## src/rtl/assert_macros.svh

```systemverilog
// assertion macros included by the rtl top level
`ifndef ASSERT_MACROS_SVH
`define ASSERT_MACROS_SVH
`ifndef SYNTH
// same-cycle implication, checked out of reset
`define ASSERT_IMPLIES(label, clk, rst_n, ante, cons) \
    label: assert property (@(posedge clk) disable iff (!rst_n) (ante) |-> (cons)) \
        else $error("assertion failed");
// next-cycle implication, checked out of reset
`define ASSERT_NEXT(label, clk, rst_n, ante, cons) \
    label: assert property (@(posedge clk) disable iff (!rst_n) (ante) |=> (cons)) \
        else $error("assertion failed");
`else
`define ASSERT_IMPLIES(label, clk, rst_n, ante, cons)
`define ASSERT_NEXT(label, clk, rst_n, ante, cons)
`endif
`endif

```

## src/rtl/cpt_pkg.sv

```systemverilog
// shared types and constants for the closest-point-on-triangle block
package cpt_pkg;

    localparam int CW = 32;                 // coordinate width
    localparam int EW = CW + 1;             // edge / offset vector width
    localparam int DW = 68;                 // dot product width
    localparam int HW = DW / 2;             // half of a dot product for partial products
    localparam int PW = 140;                // cross-term products and ratio operands
    localparam int WF = 16;                 // weight fraction bits
    localparam int WW = WF + 1;             // weight width
    localparam logic [WW-1:0] WEIGHT_ONE = WW'(1) << WF;
    localparam int DIV_STEPS = WF;
    localparam int DIV_LAT = DIV_STEPS + 3; // setup, range check, steps, rounding
    localparam int QDEPTH = 4;
    localparam int QAW = $clog2(QDEPTH);

    typedef enum logic [2:0] {
        RGN_A  = 3'd0,
        RGN_B  = 3'd1,
        RGN_AB = 3'd2,
        RGN_C  = 3'd3,
        RGN_AC = 3'd4,
        RGN_BC = 3'd5,
        RGN_IN = 3'd6
    } region_t;

    // one classified request handed from front to back
    typedef struct packed {
        logic [2:0][CW-1:0] base;
        logic [2:0][EW-1:0] e1;
        logic [2:0][EW-1:0] e2;
        region_t            region;
        logic               degen;
        logic [PW-1:0]      num1;
        logic [PW-1:0]      num2;
        logic [PW-1:0]      den;
    } job_t;

    // queue status seen by both sides
    typedef struct packed {
        logic full;
        logic empty;
    } q_stat_t;

endpackage

```

## src/rtl/cpt_fifo.sv

```systemverilog
// short request queue between front and back
module cpt_fifo
    import cpt_pkg::*;
(
    input  logic    clk,
    input  logic    rst_n,
    input  logic    push,
    input  job_t    wdata,
    input  logic    pop,
    output job_t    rdata,
    output q_stat_t stat
);

    job_t           mem_reg [QDEPTH];
    logic [QAW-1:0] wr_ptr_reg, rd_ptr_reg;
    logic [QAW:0]   cnt_reg;

    assign rdata      = mem_reg[rd_ptr_reg];
    assign stat.full  = (cnt_reg == (QAW+1)'(QDEPTH));
    assign stat.empty = (cnt_reg == '0);

    // storage
    always_ff @(posedge clk)
    begin
        if (push)
        begin
            mem_reg[wr_ptr_reg] <= wdata;
        end
    end

    // pointers and fill count
    always_ff @(posedge clk or negedge rst_n)
    begin
        if (!rst_n)
        begin
            wr_ptr_reg <= '0;
            rd_ptr_reg <= '0;
            cnt_reg    <= '0;
        end
        else
        begin
            if (push)
            begin
                wr_ptr_reg <= wr_ptr_reg + 1'b1;
            end
            if (pop)
            begin
                rd_ptr_reg <= rd_ptr_reg + 1'b1;
            end
            if (push && !pop)
            begin
                cnt_reg <= cnt_reg + 1'b1;
            end
            else if (pop && !push)
            begin
                cnt_reg <= cnt_reg - 1'b1;
            end
        end
    end

endmodule

```

## config.mk

```make
export PLATFORM = sky130hd
export DESIGN_NAME = cpt_fifo
export DESIGN_NICKNAME = d
export VERILOG_FILES = /design/src/rtl/assert_macros.svh /design/src/rtl/cpt_pkg.sv /design/src/rtl/cpt_fifo.sv
export SDC_FILE = /design/constraint.sdc
export NUM_CORES = 2
export LEC_CHECK = 0
export BUFFER_PORTS_ARGS = -buffer_cell sky130_fd_sc_hd__buf_2
export CORE_ASPECT_RATIO = 0.9
export CORE_MARGIN = 10
export CORE_UTILIZATION = 30
export CTS_CLUSTER_DIAMETER = 40
export DETAILED_ROUTE_END_ITERATION = 12
export GPL_TIMING_DRIVEN = 0
export PLACE_DENSITY = 0.45
export RECOVER_POWER = 100
export REMOVE_ABC_BUFFERS = 1
export SLEW_MARGIN = 30
export SYNTH_ARGS = -nofsm -noshare
export SYNTH_HDL_FRONTEND = slang
export SYNTH_SLANG_ARGS = --single-unit
```

## constraint.sdc

```tcl
create_clock -name clk -period 24.4 [get_ports clk]
set_clock_uncertainty 0.1 [all_clocks]
set_input_delay 0 -clock clk [delete_from_list [all_inputs] [get_ports clk]]
set_output_delay 0 -clock clk [all_outputs]
set_load 0.01 [all_outputs]
```

## After elaboration in Yosys (flattened, before gate mapping)

Memory sizes are Yosys's and may differ from the RTL's.
Index checks and enable logic that the tools add are counted.

- Register bits after elaboration: 7
- Bits in writable memories: 2872
- Bits of input ports: 722
- Logic and storage cells: 19
- Memories: 1

Memories:

| memory | words | width | rd ports | clocked after Yosys merged registers in | wr ports | line | source |
|---|---|---|---|---|---|---|---|
| mem_reg | 4 | 718 | 1 | 0 | 1 | cpt_fifo.sv:14 | `job_t mem_reg [QDEPTH];` |

- Add/subtract/negate cells: 4
- Equality and inequality tests: 1
- Muxes and demuxes: 4
- Reductions and logical operators: 6

Operator list:

| operator | count |
|---|---|
| 3-bit 2-to-1 mux | 2 |
| 2-bit by 1-bit adder with 2-bit output, second input constant | 2 |
| 3-bit by 1-bit adder with 3-bit output, second input constant | 1 |
| 3-bit == test, second input constant | 1 |
| 3-bit zero test | 1 |
| 3-bit by 1-bit subtractor with 3-bit output, second input constant | 1 |
| 1-bit logical AND | 2 |
| 1-bit zero test | 2 |
| 1-bit 2-to-1 mux | 2 |
| 2-bit nonzero test | 1 |

## Depth between registers and ports, before layout

- Depth in word-level cells: 4
- Depth in mapped cells: 7
- Depth with buffers taken out: 7

## Worst setup path before layout

Ideal clock, no wire load.

- Path type: register to register
- Start point: register wr_ptr_reg[0]
- End point: memory mem_reg[2][0] (netlist name) (enable)
- Setup time: 1.180 ns
- Arrival time: 16.758 ns
- Setup slack: 6.362 ns
- Cell stages (with the launch flop): 4
- Buffers on the path: 0
- Period minus slack after synthesis: 18.038 ns
- Path through: dfrtp_1 > inv_1 > ha_1 > and2_1

RTL lines:

| item | line | source |
|---|---|---|
| start: declaration | cpt_fifo.sv:15 | `logic [QAW-1:0] wr_ptr_reg, rd_ptr_reg;` |
| start signal: assignment | cpt_fifo.sv:44 | `wr_ptr_reg <= wr_ptr_reg + 1'b1;` |
| end: declaration | cpt_fifo.sv:14 |  |

Straight into the memory's write port.

## Final worst setup path

- Start point: register wr_ptr_reg[0]
- End point: memory mem_reg[2][468] (netlist name) (enable)

Straight into the memory's write port.

==> flow_summary.json <==
{
  "outcome": "complete, but fails checks",
  "violations": "capacitance limit, slew limit",
  "p_int_mw": 12.25,
  "path_cells": "inv_1 > ha_1 > and2_0 > clkbuf_1 > clkbuf_1 > clkbuf_1 > clkbuf_1 > clkbuf_1 > clkbuf_1 > buf_16",
  "wl_per_cell_um": 25.04,
  "globalplace.congestion": 0.7269,
  "synth.distinct_cells": 20,
  "slew_violations": 3541,
  "grt_pass1_vias": 58850,
  "p_sw_share_pct": 31.08,
  "slew_headroom_pct": -75.70,
  "vdd_drop_max_mv": 0.07211,
  "dr.pass1.iters": 5,
  "critPathTopFamily": "buffers and inverters",
  "hold_class": "in -> reg",
  "cts_sinks": 2879,
  "ctsResizeCount": 0,
  "whs_ns": 0.3089,
  "yosys_warnings": 0,
  "rsz0062_at_grt": "no",
  "cts.clk_slew.worst_paths_ns": 0.06,
  "dp.cells": 9876,
  "endpoint_kind": "flip-flop",
  "avgSynthCellArea_um2": 27.69,
  "grt_usage_pct": 15.80,
  "cap_violations": 120,
  "insertion_delay_ns": 0.90,
  "routed_wl_um": 304800,
  "slowest_stage": "clkbuf_1",
  "area_growth_syn_to_layout_pct": 38.64,
  "cts_root_buf": "clkbuf_16",
  "core-area_um2": 347000,
  "antenna_left": 0,
  "die_h_um": 580.6,
  "ys_seq_elements": 2879,
  "drc_errors": 0,
  "cts_buffer_depth": 4,
  "fmax_mhz": 81.93,
  "min_period_ns": 12.21,
  "syn_area_um2": 104800,
  "drive_gt1_share_pct": 29.42,
  "setup_viol": 0,
  "ys_seq_area_share_pct": 82.49,
  "synth_cells": 3784,
  "antenna_found_initial": 120,
  "io_pins": 1442,
  "worstPathRequired_ns": 24.89,
  "arrival_ns": 12.69,
  "drtIter0Drc": 3250,
  "tns_ns": 0,
  "p_leak_nw": 48.36,
  "vias_per_cell": 4.475,
  "num_vias": 54470,
  "htreeDepth": 5,
  "p_comb_share_pct": 27.8,
  "nNetsFinal": 7816,
  "path_buf_inv": 8,
  "grt_max_degree": 39,
  "power_switching_mw": 5.526,
  "overflow": 0,
  "clkPwrFrac_pct": 34.6,
  "path_max_fanout": 36,
  "die-area_um2": 373300,
  "final_cell_count_no_fill": 12170,
  "fp.dieW_um": 642.9,
  "path_common_cell": "clkbuf_1",
  "cts_buffers": 423,
  "tightest_slew_ns": 2.636,
  "hpwl_um": 212200,
  "hold_viol": 0,
  "powerDensity_nw_per_um2": 122.4,
  "fin_crit_sh_pct": 50.03,
  "start_util_pct": 30.19,
  "seqPwrFrac_pct": 37.7,
  "largest_register_ffs": 2872,
  "port_buffers": 1441,
  "max_stage_delay_ns": 1.92,
  "grt_pass1_wl_um": 433200,
  "num_rows": 205,
  "crit_type": "reg -> reg",
  "cts_tree": "built",
  "start_kind": "flip-flop"
}
cells in the mapped netlist:
cell / instances / area (µm²)
clkbuf_1: 7 / 26.28
dfrtp_1: 7 / 175.2
buf_4: 2 / 15.01
nor3b_1: 1 / 7.510
nor2_1: 1 / 3.750
xnor2_1: 2 / 17.52
mux4_2: 718 / 16170
edfxtp_1: 2872 / 86240
buf_12: 77 / 1541
inv_1: 4 / 15.01
mux2_2: 1 / 11.26
fa_1: 1 / 20.02
xor2_1: 4 / 35.03
buf_2: 73 / 365.4
buf_6: 1 / 11.26
and2_1: 4 / 25.02
nand2_1: 2 / 7.510
nor3_1: 1 / 5.000
o21ai_0: 1 / 5.000
ha_1: 5 / 62.56
through the flow:
step           instance area, µm²  worst slack (ns)  util (%)  power [mW]
6_report                   145200             12.19     41.85       17.78
5_1_grt                    145200             10.87     41.83       18.62
4_1_cts                    148600             20.25     42.81       18.60
3_5_place_dp               119500             20.78     34.44       12.17
3_3_place_gp               115800            -22.59     33.38       15.80
2_1_floorplan              102800            -4.323         -       12.27
logic make-up after synthesis:
group                    Yosys count  synth area share [%]
AO/OA/AOI/OAI                      1              0.004773
XOR/XNOR                           6               0.05016
adder cells (fa/ha/maj)            6               0.07883
buffers and inverters            164                 1.885
flip-flops                      2879                 82.49
multiplexers                     719                 15.45
AND/OR/NAND/NOR                    9               0.04657
cell type report:
cell class | instances | area (µm²)
fillers | 31110 | 201800
flip-flops and latches | 2879 | 86420
repair buffers | 3039 | 21860
multi-input cells | 741 | 16370
clock buffers | 465 | 10850
well taps | 4657 | 5827
clock inverters | 325 | 3744
diodes | 63 | 157.7
inverters | 4 | 15.01
tightest hold or removal path, stage by stage:
cell and delay, ns:
dlygate4sd3_1 0.52, buf_2 0.09, dlygate4sd3_1 0.59
power by group through the flow:
stage                     Sequential [mW]  Combinational, mW  Clock, mW
final                                6.70               4.94       6.14
after global routing                 6.77               5.31       6.53
after CTS                            6.64               5.65       6.31
after detailed placement             6.74               5.43          0
after global placement               8.88               6.92          0
after floorplan                      7.88               4.39          0
timing repair:
item                                    CTS  global route
endpoints found under the hold margin  3570             0
hold buffers                           1444             0
setup buffers                             0             0
per-layer routing:
| layer | vias up | track usage [%] | part of all wire (%) | wire [µm] |
|---|---|---|---|---|
| met5 | - | 0 | 0.10 | 310 |
| met4 | 54 | 5.425 | 3.9 | 11780 |
| met3 | 621 | 4.950 | 7.3 | 22380 |
| met2 | 1626 | 28.34 | 52 | 159700 |
| met1 | 28610 | 17.75 | 36 | 110600 |
| li1 | 23560 | - | - | - |
final timing paths:
path / from / end / slack [ns] / cells after the start
worst max-delay path: wr_ptr_reg[0] / mem_reg[2][468] / 12.19 / 10
worst min-delay path: wdata[547] / mem_reg[2][547] / 0.31 / 3
worst max register to register: wr_ptr_reg[0] / mem_reg[2][468] / 12.19 / 10
worst min register to register: cnt_reg[2] / cnt_reg[2] / 0.39 / 1
max in group asynchronous: rst_n / rd_ptr_reg[1] / 23.34 / 4
min in group asynchronous: rst_n / cnt_reg[1] / 0.59 / 4
cells in the final DEF, fill, tap and decap left out, types with 4 or more instances in the layout:
master	instances
and2_0	4
buf_12	12
buf_16	12
buf_2	749
bufinv_16	58
clkbuf_1	859
clkbuf_16	428
clkinv_1	53
clkinv_16	5
clkinv_2	65
clkinv_4	37
clkinv_8	6
clkinvlp_4	47
dfrtp_1	6
diode_2	63
dlygate4sd3_1	1444
edfxtp_1	2872
ha_1	5
inv_1	4
inv_16	6
inv_6	43
inv_8	5
mux4_2	718
xor2_1	4
Power figures use the tool's default switching activity.
